File: src/rtl/core/ealu_pkg.sv
// types, opcodes and flag positions of the eight-bit alu
// no dependencies
`default_nettype none

package ealu_pkg;

  // opcodes, codes 24 to 31 are unused
  typedef enum logic [4:0] {
    OP_ADD   = 5'd0,
    OP_ADC   = 5'd1,
    OP_SUB   = 5'd2,
    OP_SBC   = 5'd3,
    OP_AND   = 5'd4,
    OP_XOR   = 5'd5,
    OP_OR    = 5'd6,
    OP_CP    = 5'd7,
    OP_INC   = 5'd8,
    OP_DEC   = 5'd9,
    OP_RLC   = 5'd10,
    OP_RRC   = 5'd11,
    OP_RL    = 5'd12,
    OP_RR    = 5'd13,
    OP_SLA   = 5'd14,
    OP_SRA   = 5'd15,
    OP_SWAP  = 5'd16,
    OP_SRL   = 5'd17,
    OP_BIT   = 5'd18,
    OP_RES   = 5'd19,
    OP_SET   = 5'd20,
    OP_ADDHL = 5'd21,
    OP_ADDSP = 5'd22,
    OP_LDHL  = 5'd23
  } action_e;

  // flag positions in the four-bit flag word
  localparam int unsigned FLAG_Z = 3;
  localparam int unsigned FLAG_N = 2;
  localparam int unsigned FLAG_H = 1;
  localparam int unsigned FLAG_C = 0;

  // operation, first member in the highest bits
  typedef struct packed {
    logic [3:0]  flags_in;
    logic [2:0]  bit_index;
    logic [15:0] wide_operand;
    logic [15:0] wide_base;
    logic [7:0]  byte_operand;
    logic [7:0]  acc_in;
    action_e     action;
  } alu_in_t;

  // result, first member in the highest bits
  typedef struct packed {
    logic [3:0]  flags_out;
    logic [15:0] wide_result;
    logic [7:0]  byte_result;
  } alu_out_t;

  localparam int unsigned IN_TDATA_W  = 64;
  localparam int unsigned OUT_TDATA_W = 32;
  localparam int unsigned IN_BITS     = $bits(alu_in_t);
  localparam int unsigned OUT_BITS    = $bits(alu_out_t);

endpackage

`default_nettype wire

File: src/rtl/core/ealu_core.sv
// combinational alu datapath: byte ops, rotates, bit ops and wide adds
// depends on ealu_pkg
`default_nettype none

module ealu_core
  import ealu_pkg::*;
(
  input  alu_in_t  op_i,
  output alu_out_t res_o
);

  logic [7:0]  a;
  logic [7:0]  v;
  logic        cin;
  logic        c;
  logic [8:0]  sum9;
  logic [4:0]  sum5;
  logic [8:0]  dif9;
  logic [4:0]  dif5;
  logic [16:0] sum17;
  logic [12:0] sum13;
  logic [15:0] sext;
  logic [7:0]  bmask;
  logic [7:0]  r;
  logic [15:0] wr;
  logic [3:0]  f;

  assign a     = op_i.acc_in;
  assign v     = op_i.byte_operand;
  assign cin   = op_i.flags_in[FLAG_C];
  assign c     = cin && ((op_i.action == OP_ADC) || (op_i.action == OP_SBC));
  assign bmask = 8'(8'd1 << op_i.bit_index);

  // shared adders, carries come out of the top bit
  assign sum9  = {1'b0, a} + {1'b0, v} + {8'd0, c};
  assign sum5  = {1'b0, a[3:0]} + {1'b0, v[3:0]} + {4'd0, c};
  assign dif9  = {1'b0, a} - {1'b0, v} - {8'd0, c};
  assign dif5  = {1'b0, a[3:0]} - {1'b0, v[3:0]} - {4'd0, c};
  assign sum17 = {1'b0, op_i.wide_base} + {1'b0, op_i.wide_operand};
  assign sum13 = {1'b0, op_i.wide_base[11:0]} + {1'b0, op_i.wide_operand[11:0]};
  assign sext  = {{8{v[7]}}, v};

  // opcode decode, untouched flags pass through
  always_comb begin
    r  = 8'd0;
    wr = 16'd0;
    f  = op_i.flags_in;
    unique case (op_i.action) inside
      OP_ADD, OP_ADC: begin
        r         = sum9[7:0];
        f[FLAG_Z] = (sum9[7:0] == 8'd0);
        f[FLAG_N] = 1'b0;
        f[FLAG_H] = sum5[4];
        f[FLAG_C] = sum9[8];
      end
      OP_SUB, OP_SBC, OP_CP: begin
        r         = dif9[7:0];
        f[FLAG_Z] = (dif9[7:0] == 8'd0);
        f[FLAG_N] = 1'b1;
        f[FLAG_H] = dif5[4];
        f[FLAG_C] = dif9[8];
      end
      OP_AND: begin
        r = a & v;
        f = {(r == 8'd0), 1'b0, 1'b1, 1'b0};
      end
      OP_XOR: begin
        r = a ^ v;
        f = {(r == 8'd0), 1'b0, 1'b0, 1'b0};
      end
      OP_OR: begin
        r = a | v;
        f = {(r == 8'd0), 1'b0, 1'b0, 1'b0};
      end
      OP_INC: begin
        r         = v + 8'd1;
        f[FLAG_Z] = (r == 8'd0);
        f[FLAG_N] = 1'b0;
        f[FLAG_H] = (v[3:0] == 4'hF);
      end
      OP_DEC: begin
        r         = v - 8'd1;
        f[FLAG_Z] = (r == 8'd0);
        f[FLAG_N] = 1'b1;
        f[FLAG_H] = (v[3:0] == 4'h0);
      end
      OP_RLC: begin
        r = {v[6:0], v[7]};
        f = {(r == 8'd0), 1'b0, 1'b0, v[7]};
      end
      OP_RRC: begin
        r = {v[0], v[7:1]};
        f = {(r == 8'd0), 1'b0, 1'b0, v[0]};
      end
      OP_RL: begin
        r = {v[6:0], cin};
        f = {(r == 8'd0), 1'b0, 1'b0, v[7]};
      end
      OP_RR: begin
        r = {cin, v[7:1]};
        f = {(r == 8'd0), 1'b0, 1'b0, v[0]};
      end
      OP_SLA: begin
        r = {v[6:0], 1'b0};
        f = {(r == 8'd0), 1'b0, 1'b0, v[7]};
      end
      OP_SRA: begin
        r = {v[7], v[7:1]};
        f = {(r == 8'd0), 1'b0, 1'b0, v[0]};
      end
      OP_SWAP: begin
        r = {v[3:0], v[7:4]};
        f = {(r == 8'd0), 1'b0, 1'b0, 1'b0};
      end
      OP_SRL: begin
        r = {1'b0, v[7:1]};
        f = {(r == 8'd0), 1'b0, 1'b0, v[0]};
      end
      OP_BIT: begin
        r         = v;
        f[FLAG_Z] = ((v & bmask) == 8'd0);
        f[FLAG_N] = 1'b0;
        f[FLAG_H] = 1'b1;
      end
      OP_RES: begin
        r = v & ~bmask;
      end
      OP_SET: begin
        r = v | bmask;
      end
      OP_ADDHL: begin
        wr        = sum17[15:0];
        f[FLAG_N] = 1'b0;
        f[FLAG_H] = sum13[12];
        f[FLAG_C] = sum17[16];
      end
      OP_ADDSP, OP_LDHL: begin
        // half and full carry from the unsigned low byte sum
        wr        = op_i.wide_base + sext;
        f[FLAG_Z] = 1'b0;
        f[FLAG_N] = 1'b0;
        f[FLAG_H] = 5'({1'b0, op_i.wide_base[3:0]} + {1'b0, v[3:0]}) > 5'h0F;
        f[FLAG_C] = 9'({1'b0, op_i.wide_base[7:0]} + {1'b0, v}) > 9'h0FF;
      end
      default: begin
        r  = 8'd0;
        wr = 16'd0;
        f  = op_i.flags_in;
      end
    endcase
  end

  assign res_o.byte_result = r;
  assign res_o.wide_result = wr;
  assign res_o.flags_out   = f;

endmodule

`default_nettype wire

File: src/rtl/core/eight_bit_alu_with_flags.sv
// an accepted input beat passes the operand register, then the result register, to its result beat
// throughput: one beat per cycle while the sink accepts results, set by the single input and result register pair
// the input register refills whenever the result register is empty or being drained
// reset clears both valid flags; data registers keep their contents
// depends on ealu_pkg and ealu_core
`default_nettype none

module eight_bit_alu_with_flags
  import ealu_pkg::*;
(
  input  wire logic                   clk_i,
  input  wire logic                   rst_ni,
  input  wire logic                   s_axis_tvalid_i,
  output      logic                   s_axis_tready_o,
  // action, acc_in, byte_operand, wide_base, wide_operand, bit_index, flags_in, zero pad
  input  wire logic [IN_TDATA_W-1:0]  s_axis_tdata_i,
  output      logic                   m_axis_tvalid_o,
  input  wire logic                   m_axis_tready_i,
  // byte_result, wide_result, flags_out, zero pad
  output      logic [OUT_TDATA_W-1:0] m_axis_tdata_o
);

  logic     in_vld_q;
  logic     in_vld_d;
  alu_in_t  in_q;
  logic     out_vld_q;
  logic     out_vld_d;
  alu_out_t out_q;
  alu_out_t res;
  logic     adv;
  logic     take;

  // stage moves when the result register is free or draining
  assign adv             = !out_vld_q || m_axis_tready_i;
  assign s_axis_tready_o = !in_vld_q || adv;
  assign take            = s_axis_tvalid_i && s_axis_tready_o;

  assign in_vld_d  = take || (in_vld_q && !adv);
  assign out_vld_d = adv ? in_vld_q : out_vld_q;

  // valid flags
  always_ff @(posedge clk_i or negedge rst_ni) begin
    if (!rst_ni) begin
      in_vld_q  <= 1'b0;
      out_vld_q <= 1'b0;
    end else begin
      in_vld_q  <= in_vld_d;
      out_vld_q <= out_vld_d;
    end
  end

  // operand register
  always_ff @(posedge clk_i) begin
    if (take) begin
      in_q <= alu_in_t'(s_axis_tdata_i[IN_BITS-1:0]);
    end
  end

  ealu_core u_core (
    .op_i  (in_q),
    .res_o (res)
  );

  // result register
  always_ff @(posedge clk_i) begin
    if (adv && in_vld_q) begin
      out_q <= res;
    end
  end

  assign m_axis_tvalid_o = out_vld_q;
  assign m_axis_tdata_o  = {{(OUT_TDATA_W - OUT_BITS){1'b0}}, out_q};

endmodule

`default_nettype wire

File: config.mk
export PLATFORM = sky130hd
export DESIGN_NAME = eight_bit_alu_with_flags
export DESIGN_NICKNAME = d
export VERILOG_FILES = /design/src/rtl/core/ealu_pkg.sv /design/src/rtl/core/ealu_core.sv /design/src/rtl/core/eight_bit_alu_with_flags.sv
export SDC_FILE = /design/constraint.sdc
export NUM_CORES = 1
export LEC_CHECK = 0
export BUFFER_PORTS_ARGS = -buffer_cell sky130_fd_sc_hd__buf_2
export CAP_MARGIN = 0
export CORE_MARGIN = 4
export CORE_UTILIZATION = 55
export CTS_CLUSTER_SIZE = 16
export DETAILED_ROUTE_END_ITERATION = 7
export GPL_TIMING_DRIVEN = 1
export HOLD_SLACK_MARGIN = 0.1
export PLACE_DENSITY = 0.77
export REMOVE_ABC_BUFFERS = 1
export SLEW_MARGIN = 5
export SYNTH_ARGS = -nofsm -noshare
export SYNTH_HDL_FRONTEND = slang
export SYNTH_HIERARCHICAL = 1
export SYNTH_SLANG_ARGS = --single-unit
File: constraint.sdc
create_clock -name clk_i -period 7.6 [get_ports clk_i]
set_input_delay 1.52 -clock clk_i [delete_from_list [all_inputs] [get_ports clk_i]]
set_output_delay 1.52 -clock clk_i [all_outputs]
set_load 0.05 [all_outputs]
==> results by group, run 1 <==
Worst hold path
  • Worst Hold Class: flip-flop to flip-flop
  • Hold Path Depth: 1
  • WHS Endpoint: m_axis_tvalid_o$_DFFE_PN0P_
  • Hold Crit Start: in_vld_q$_DFF_PN0_

Timing
  • Max Fclk: roughly 240 MHz
  • Max-Slew Margin vs Limit: ~28%
  • Max-slew violations: 0
  • Min Tclk post-route: a little over 4 ns
  • Clock Skew: 0.01066 ns
  • Hold Fails Final Rpt: 0
  • TNS Setup: 0 ns
  • RSZ-0062 raised after global routing: no
  • Final setup viols: 0
  • Ratio of final minimum period to clock period: a little over half
  • Slew @ Worst Pin: between 1 and 1.5 ns

Critical path
  • CP Cell Sequence: or2_1, or3_1, fa_1, fa_1, o21a_1, nor2_1, o21ai_0, a31oi_1, xor2_1, nand2_1, a31oi_1
  • Reg2Reg Depth: 11
  • CP max FO: 19
  • Setup CP Type: flip-flop to flip-flop
  • Reg2Reg Launch Point: in_q[2]$_DFFE_PP_
  • R2r setup slk: roughly 3.5 ns
  • R2R Path End: m_axis_tdata_o[24]$_DFFE_PP_
  • Critical Path End Type: flip-flop
  • Slowest cell on crit path: edfxtp_1
  • Critical path buffers and inverters: 0
  • Launch point of the worst path: in_q[2]$_DFFE_PP_
  • Crit-path max cell delay: roughly 0.62 ns
  • CP Launch Type: flip-flop
  • Cell family with most CP delay: simple AND/OR/NAND/NOR gates
  • Critical Path AT: 4.30 ns
  • Critical Path RT: around 8 ns

Clocking
  • TritonCTS buffer count: 9
  • Hold Buf Count CTS: 0
  • PostCTS Resize Cnt: 0
  • Sink Count: 90
  • Clock Latency Late Sink: 0.36 ns
  • Register clock-pin slew on the reported worst setup and hold paths: 0.07 ns
  • H-Tree Depth: 3
  • CTS max path bufs: 2
  • Root Buffer: clkbuf_16
  • TritonCTS clock tree: yes
  • Post-CTS setup buffers: 0

Layout
  • Most frequent cells in the layout: 93 x buf_2, 88 x edfxtp_1, 66 x ha_1
  • Share of layout cells above drive strength 1: 17.11%
  • Leading cell type in the layout, fill and taps excluded: buf_2
  • Diode count: 0
  • Final instance area: 0.007830 mm2
  • Layout Nets: between 900 and 1000
  • Final core occ: 64.12%
  • Layout area overhead: 12.39%

Outcome
  • Status: finished, final reports clean

Floorplanning
  • Core ar.: about 0.012 mm2
  • Die Wd: ~120 um
  • Std cell rows: 40
  • Die Height: 120.5 um
  • Full die area: between 0.01 and 0.015 mm2
  • I/O pin count: approximately 100
  • Initial core utilization: roughly 57%

Yosys
  • EDFF count, synth: 88
  • Top_reg_cell synth: edfxtp_1
  • Mapped Area: approximately 0.007 mm2
  • Seq cells post-synth: 90
  • Mapped Cells: roughly 700
  • FFs w/ async S/R, synth: roughly 2.2%
  • Unique cell type count in the Yosys netlist: slightly above 80
  • Syn avg cell area: 9.981 um2
  • Post-synthesis sequential area ratio: 38.65%
  • Ys Warns: 6

Place
  • Post-DP HPWL: 14570 um
  • Global placement routability congestion: approximately 0.94
  • Port Buf Inserts: 93
  • Cell Area, Placed: between 0.007 and 0.008 mm2

Route
  • Total detailed-routing wirelength: just under 20000 um
  • Routed Antenna Nets: 0
  • Via count: approximately 6100
  • Drt first-iter violations: a little over 500
  • Vias per inst: approximately 6.4
  • DRC Markers: 0
  • Wire length per cell: about 21 um
  • Pre-antenna DRT Iters: 7

Global route
  • Largest net degree at the start of global routing: between 60 and 70
  • Global route total overflow: 0
  • Total track usage: roughly 27%
  • Number of global-route vias before repair: just under 6000
  • Global-route wire length before repair: between 30000 and 40000 um
  • Initial antenna violation count: 0

Power
  • Max VDD drop: between 0.0002 and 0.00025 V
  • Leakage: 3.149 nW
  • P per Cell Area: 195.0 mW/mm2

Job
  • Maxcap violations: 0
## final cells by class
cell class                 count  area [um2]
clock inverter                 6       73.82
inverter                      37       138.9
sequential                    90        2693
timing repair buffer         100       518.0
multi-input combinational    540        3968
tap                          168       210.2
fill                        1029        4382
clock buffer                  10       229.0
## through the flow
step	cells	hold slack, ns	setup WS, ns	total power, mW
6_report	951	0.5535	3.491	1.527
3_5_place_dp	935	0.5441	3.535	1.066
4_1_cts	951	0.5588	3.535	1.531
2_1_floorplan	667	0.5113	4.082	0.9453
5_1_grt	951	0.5930	3.333	1.601
3_3_place_gp	935	0.5262	3.652	1.055
## synth_stat cells (all sizes together) (10+ instances only)
cell type  count  share of area, %
nor4          10              0.99
o22ai         22               2.0
nor3          17               1.5
nand2         37               2.0
a31oi         15               1.3
nand3         12              0.86
a21oi         47               3.4
nor2          40               2.2
buf           23               2.0
ha            66                12
nand2b        12               1.1
edfxtp        88                38
xnor2         27               3.4
nand4         14               1.3
xor2          21               2.6
clkbuf        11              0.59
o211ai        10               1.2
inv           37               2.0
nor2b         13               1.2
o21ai         37               2.7
## power breakdown
group / internal, mW / switching [mW] / total [mW]
Combinational: 0.159 / 0.288 / 0.446
Clock: 0.259 / 0.202 / 0.461
Sequential: 0.591 / 0.0281 / 0.619
## layer usage
metal	up-vias	routed length (um)	global-route usage [%]
met4	0	537	9.490
met1	2881	8353	37.07
met5	-	0	0
li1	2832	-	-
met2	310	9217	44.29
met3	41	1493	4.443
## cells by family after synthesis
kind of cell	synth area share [%]
AND/OR/NAND/NOR	15.50
flip-flops	38.65
buffers and inverters	4.562
other	0.05383
multiplexers	0.2874
XOR/XNOR	6.035
adder cells (fa/ha/maj)	13.58
AO/OA/AOI/OAI	21.34
## flip-flops by register name (all words and copies together) (netlist names)
| name | cells |
|---|---|
| in_q | 60 |
| m_axis_tvalid_o | 1 |
| m_axis_tdata_o | 28 |
| in_vld_q | 1 |
## how the worst max path moves through the flow
| stage | end | slack (ns) | depth (start not counted) |
|---|---|---|---|
| after detailed placement | m_axis_tdata_o[24]$_DFFE_PP_ | 3.54 | 11 |
| after global placement | m_axis_tdata_o[24]$_DFFE_PP_ | 3.65 | 11 |
| after CTS | m_axis_tdata_o[24]$_DFFE_PP_ | 3.54 | 11 |
| after global routing | m_axis_tdata_o[24]$_DFFE_PP_ | 3.33 | 11 |
| final | m_axis_tdata_o[24]$_DFFE_PP_ | 3.49 | 11 |
| after floorplan | m_axis_tdata_o[27]$_DFFE_PP_ | 4.08 | 11 |
No activity file was read; power rests on OpenSTA's default activity.
==> run 2, diff against run 1 <==
clock period = 4.2 ns   (was 7.6 ns; I/O delays follow)
==> results by group, run 2 (same netlist as run 1, synthesis figures left out) <==
Place
  • Port Buf Inserts: 93
  • Cell Area, Placed: around 0.0076 mm2
  • Place WS: around 0.58 ns
  • Global placement routability congestion: roughly 1
  • Post-DP HPWL: roughly 16000 um
  • Inst Count DP: between 900 and 1000

Layout
  • Max reg flops: 60
  • Share of layout cells above drive strength 1: between 15 and 20%
  • Multi-input gate area: approximately 0.004 mm2
  • Diode count: 0
  • Layout Nets: 925
  • Biggest register: in_q
  • Final instance area: 0.007883 mm2
  • FF/Latch Area: 0.002693 mm2
  • Final core occ: between 60 and 70%
  • Layout filler cell count: 998
  • Leading cell type in the layout, fill and taps excluded: buf_2
  • Most frequent cells in the layout: 93 x buf_2, 88 x edfxtp_1, 66 x ha_1
  • Layout area overhead: 13.15%
  • Post-Layout Cell Count: around 960

Clocking
  • TritonCTS buffer count: 9
  • CTS max path bufs: 2
  • Root Buffer: clkbuf_16
  • PostCTS Resize Cnt: 0
  • Clock Latency Late Sink: 0.36 ns
  • H-Tree Depth: 3
  • Sink Count: 90
  • Post-CTS setup buffers: 0
  • TritonCTS clock tree: yes
  • Register clock-pin slew on the reported worst setup and hold paths: around 0.060 ns
  • Hold Buf Count CTS: 0

Floorplanning
  • Die Wd: 120.5 um
  • Full die area: between 0.01 and 0.015 mm2
  • Std cell rows: 40
  • Initial core utilization: ~57%
  • I/O pin count: a little over 100
  • Core ar.: 0.01221 mm2
  • Die Height: between 100 and 150 um

Job
  • Maxcap violations: 0

Timing
  • Max-Slew Margin vs Limit: 40.84%
  • Clock Skew: about 0.013 ns
  • Hold WS: 0.2527 ns
  • Min Tclk post-route: 3.640 ns
  • Max Fclk: around 270 MHz
  • PnR worst setup slack: ~0.56 ns
  • RSZ-0062 raised after global routing: no
  • Final setup viols: 0
  • Slew @ Worst Pin: about 0.88 ns
  • Hold Fails Final Rpt: 0
  • Ratio of final minimum period to clock period: a little under 90%
  • Max-slew violations: 0
  • TNS Setup: 0 ns

Global route
  • Initial antenna violation count: 0
  • Global route total overflow: 0
  • Total track usage: between 20 and 30%
  • Largest net degree at the start of global routing: 61
  • Global-route wire length before repair: 32650 um
  • Number of global-route vias before repair: ~6000

Critical path
  • Critical Path RT: 4.31 ns
  • Reg2Reg Launch Point: in_q[2]$_DFFE_PP_
  • Reg2Reg Depth: 11
  • CP Launch Type: flip-flop
  • Slowest cell on crit path: fa_1
  • Setup CP Type: flip-flop to flip-flop
  • CP max FO: 7
  • Critical Path AT: ~3.8 ns
  • CP Cell Sequence: or2_1, or3_1, fa_1, ha_1, a211oi_2, o21ai_0, a2111oi_0, nor3b_1, nand4_1, nand4_1, o22a_1
  • Critical Path End Type: flip-flop
  • Launch point of the worst path: in_q[2]$_DFFE_PP_
  • Crit-path max cell delay: around 0.44 ns
  • R2r setup slk: approximately 0.56 ns
  • Worst setup path endpoint: m_axis_tdata_o[27]$_DFFE_PP_
  • R2R Path End: m_axis_tdata_o[27]$_DFFE_PP_
  • Crit path top cell by count: nand4_1

Power
  • Comb power frac: 30.1%
  • Clk pwr share: between 20 and 30%
  • P per Cell Area: 352.6 mW/mm2
  • Final total power: roughly 2.8 mW
  • Max VDD drop: about 0.00029 V
  • Internal power: approximately 1.8 mW
  • Switching power: ~0.95 mW
  • Reg power frac: between 40% and 50%
  • Leakage: around 3.2 nW
  • Sw frac: 34.07%

Route
  • Vias per inst: 6.407
  • Drt first-iter violations: 738
  • Via count: between 6000 and 7000
  • Wire length per cell: around 22 um
  • DRC Markers: 0
  • Routed Antenna Nets: 0
  • Pre-antenna DRT Iters: 7
  • Total detailed-routing wirelength: 20930 um

Worst hold path
  • Worst Hold Class: input port to async pin

Outcome
  • Status: finished, final reports clean
run 2: changes by cell type in the layout (fill, tap and decap cells not counted), sizes merged:
cell	change
buf	+7
run 2: per-layer routing:
metal	routed length (um)	global-route usage, %
met1	8874	39.75
met2	9730	45.62
met3	1686	6.876
met4	638	10.48
met5	0	0
run 2: final cells by class:
type | count | area share, %
multi-input cells | 540 | 50.33
inverters | 37 | 1.762
flip-flops and latches | 90 | 34.16
clock buffers | 10 | 2.905
well taps | 168 | 2.667
repair buffers | 107 | 7.238
clock inverters | 6 | 0.9365
run 2: worst max-delay path: cells and delay by family (launching register included):
family          cells  cell delay (ns)
simple gates        5             1.17
compound gates      4             1.07
fa+ha+maj           2             0.78
flops               1             0.39
run 2: how the worst min path moves through the flow:
stage	to	slack [ns]	cells past startpoint
CTS	m_axis_tvalid_o$_DFFE_PN0P_	0.24	1
detailed placement	m_axis_tvalid_o$_DFFE_PN0P_	0.55	1
global route	in_vld_q$_DFF_PN0_	0.24	1
global placement	m_axis_tvalid_o$_DFFE_PN0P_	0.53	1
floorplan	m_axis_tvalid_o$_DFFE_PN0P_	0.51	1
finish	m_axis_tvalid_o$_DFFE_PN0P_	0.25	1
run 2: power by group through the flow:
stage	clock, mW	sequential, mW	combinational (mW)
CTS	0.843	1.11	0.823
detailed placement	0	1.13	0.815
global placement	0	1.13	0.800
global route	0.892	1.12	0.904
floorplan	0	1.24	0.475
finish	0.832	1.11	0.837
==> run 3, diff against run 2 <==
CORE_MARGIN = 1.5   (was 4)
clock period = 4.1 ns   (was 4.2 ns; I/O delays follow)
==> results by group, run 3 (same netlist as run 1, synthesis figures left out) <==
Global route
  • Met1 Use GR: around two fifths
  • Number of global-route vias before repair: roughly 5900
  • M2 GR Usage: roughly half
  • Largest net degree at the start of global routing: a little over 60
  • Global-route wire length before repair: approximately 31000 um
  • GR peak layer: met2
  • Initial antenna violation count: 0
  • Global route total overflow: 0
  • GR Util met3: about 4.4%
  • Total track usage: a little over 30%

Route
  • Routed Antenna Nets: 0
  • Total detailed-routing wirelength: approximately 20000 um
  • Via count: 6124
  • Vias per inst: approximately 6.4
  • DRC Markers: 5
  • Drt first-iter violations: roughly 700
  • Wire length per cell: around 21 um
  • Pre-antenna DRT Iters: 8

Floorplanning
  • Full die area: between 0.01 and 0.015 mm2
  • Die Height: around 120 um
  • I/O pin count: approximately 100
  • Std cell rows: 40
  • Core ar.: 0.01216 mm2
  • Die Wd: around 120 um
  • Initial core utilization: a little under three fifths

Power
  • Max VDD drop: approximately 0.00034 V
  • P per Cell Area: 359.4 mW/mm2
  • Leakage: around 3.2 nW
  • Final total power: 2.838 mW

Clocking
  • H-Tree Depth: 3
  • Root Buffer: clkbuf_16
  • Hold Buf Count CTS: 0
  • CTS max path bufs: 2
  • TritonCTS buffer count: 9
  • PostCTS Resize Cnt: 0
  • Sink Count: 90
  • Post-CTS setup buffers: 0
  • TritonCTS clock tree: yes
  • Clock Latency Late Sink: roughly 0.35 ns
  • Register clock-pin slew on the reported worst setup and hold paths: approximately 0.060 ns

Layout
  • Layout area overhead: 13.36%
  • Final instance area: 0.007898 mm2
  • Share of layout cells above drive strength 1: between 10% and 20%
  • Layout Nets: 927
  • Max reg flops: 60
  • Leading cell type in the layout, fill and taps excluded: buf_2
  • Most frequent cells in the layout: 93 x buf_2, 88 x edfxtp_1, 66 x ha_1
  • Layout filler cell count: around 1000
  • Diode count: 0
  • Biggest register: in_q

Outcome
  • Failing checks: DRC
  • Status: complete, but fails checks

Place
  • Global placement routability congestion: 0.9776
  • Post-DP HPWL: around 15000 um
  • Cell Area, Placed: about 0.0076 mm2
  • Port Buf Inserts: 93

Timing
  • RSZ-0062 raised after global routing: no
  • Min Tclk post-route: 3.630 ns
  • Ratio of final minimum period to clock period: about 89%
  • Final setup viols: 0
  • Slew @ Worst Pin: between 0.8 and 0.9 ns
  • Max-Slew Margin vs Limit: 44.36%
  • Max-slew violations: 0
  • Max Fclk: 275.5 MHz
  • TNS Setup: 0 ns
  • Hold Fails Final Rpt: 0
  • Clock Skew: approximately 0.0086 ns

Critical path
  • Setup CP Type: flip-flop to flip-flop
  • CP max FO: 2
  • Critical Path RT: 4.20 ns
  • CP Launch Type: flip-flop
  • R2r setup slk: between 0.4 and 0.5 ns
  • Critical Path End Type: flip-flop
  • Critical Path AT: between 3 and 4 ns

Job
  • Maxcap violations: 0

Worst hold path
  • Worst Hold Class: input port to async pin
## run 3: cell count changes in the layout (fill, tap and decap cells not counted)
cell	before	now
buf_4	14	16
## run 3: where the power goes
part,leakage (nW),switching [mW],internal [mW]
clock network,0.141,0.370,0.480
registers,0.877,0.0407,1.10
logic,2.18,0.551,0.301
## run 3: worst paths after layout
path	startpoint	end	cells after the start
worst max-delay path	in_q[4]$_DFFE_PP_	m_axis_tdata_o[27]$_DFFE_PP_	11
worst min-delay path	rst_ni	m_axis_tvalid_o$_DFFE_PN0P_	1
worst max register to register	in_q[4]$_DFFE_PP_	m_axis_tdata_o[27]$_DFFE_PP_	11
worst min register to register	in_vld_q$_DFF_PN0_	m_axis_tvalid_o$_DFFE_PN0P_	1
max in group asynchronous	rst_ni	in_vld_q$_DFF_PN0_	1
min in group clk_i	in_vld_q$_DFF_PN0_	m_axis_tvalid_o$_DFFE_PN0P_	1
## run 3: area by class of cell
cell class	instances	area, um2	area share (%)
clock buffer	10	229.0	2.899
sequential	90	2693	34.09
clock inverter	6	73.82	0.9347
timing repair buffer	109	585.6	7.414
tap	168	210.2	2.662
inverter	37	138.9	1.759
multi-input combinational	540	3968	50.24
## run 3: per-stage QoR
step / utilization, % / std cells / hold slack [ns] / setup WS [ns]
2_1_floorplan: - / 667 / 0.5113 / 0.5819
3_3_place_gp: 62.45 / 944 / 0.5254 / 0.5586
3_5_place_dp: 62.45 / 944 / 0.5509 / 0.5132
4_1_cts: 64.94 / 960 / 0.2316 / 0.5145
5_1_grt: 64.94 / 960 / 0.2334 / 0.2696
6_report: 64.94 / 960 / 0.2428 / 0.4704
## run 3: worst max-delay path: stages (launching register included)
cell and delay [ns]:
edfxtp_1 0.39, or2_1 0.25, or3_1 0.39, fa_1 0.44, ha_1 0.34, a211oi_2 0.29, o21ai_0 0.19, a2111oi_0 0.46
nor3b_1 0.15, nand4_1 0.15, nand4_1 0.13, o22a_1 0.21
## run 3: metal layers
layer	vias up	wire (um)
met1	2913	8711
met4	0	573
met5	-	0
met3	46	1387
li1	2841	-
met2	324	9200
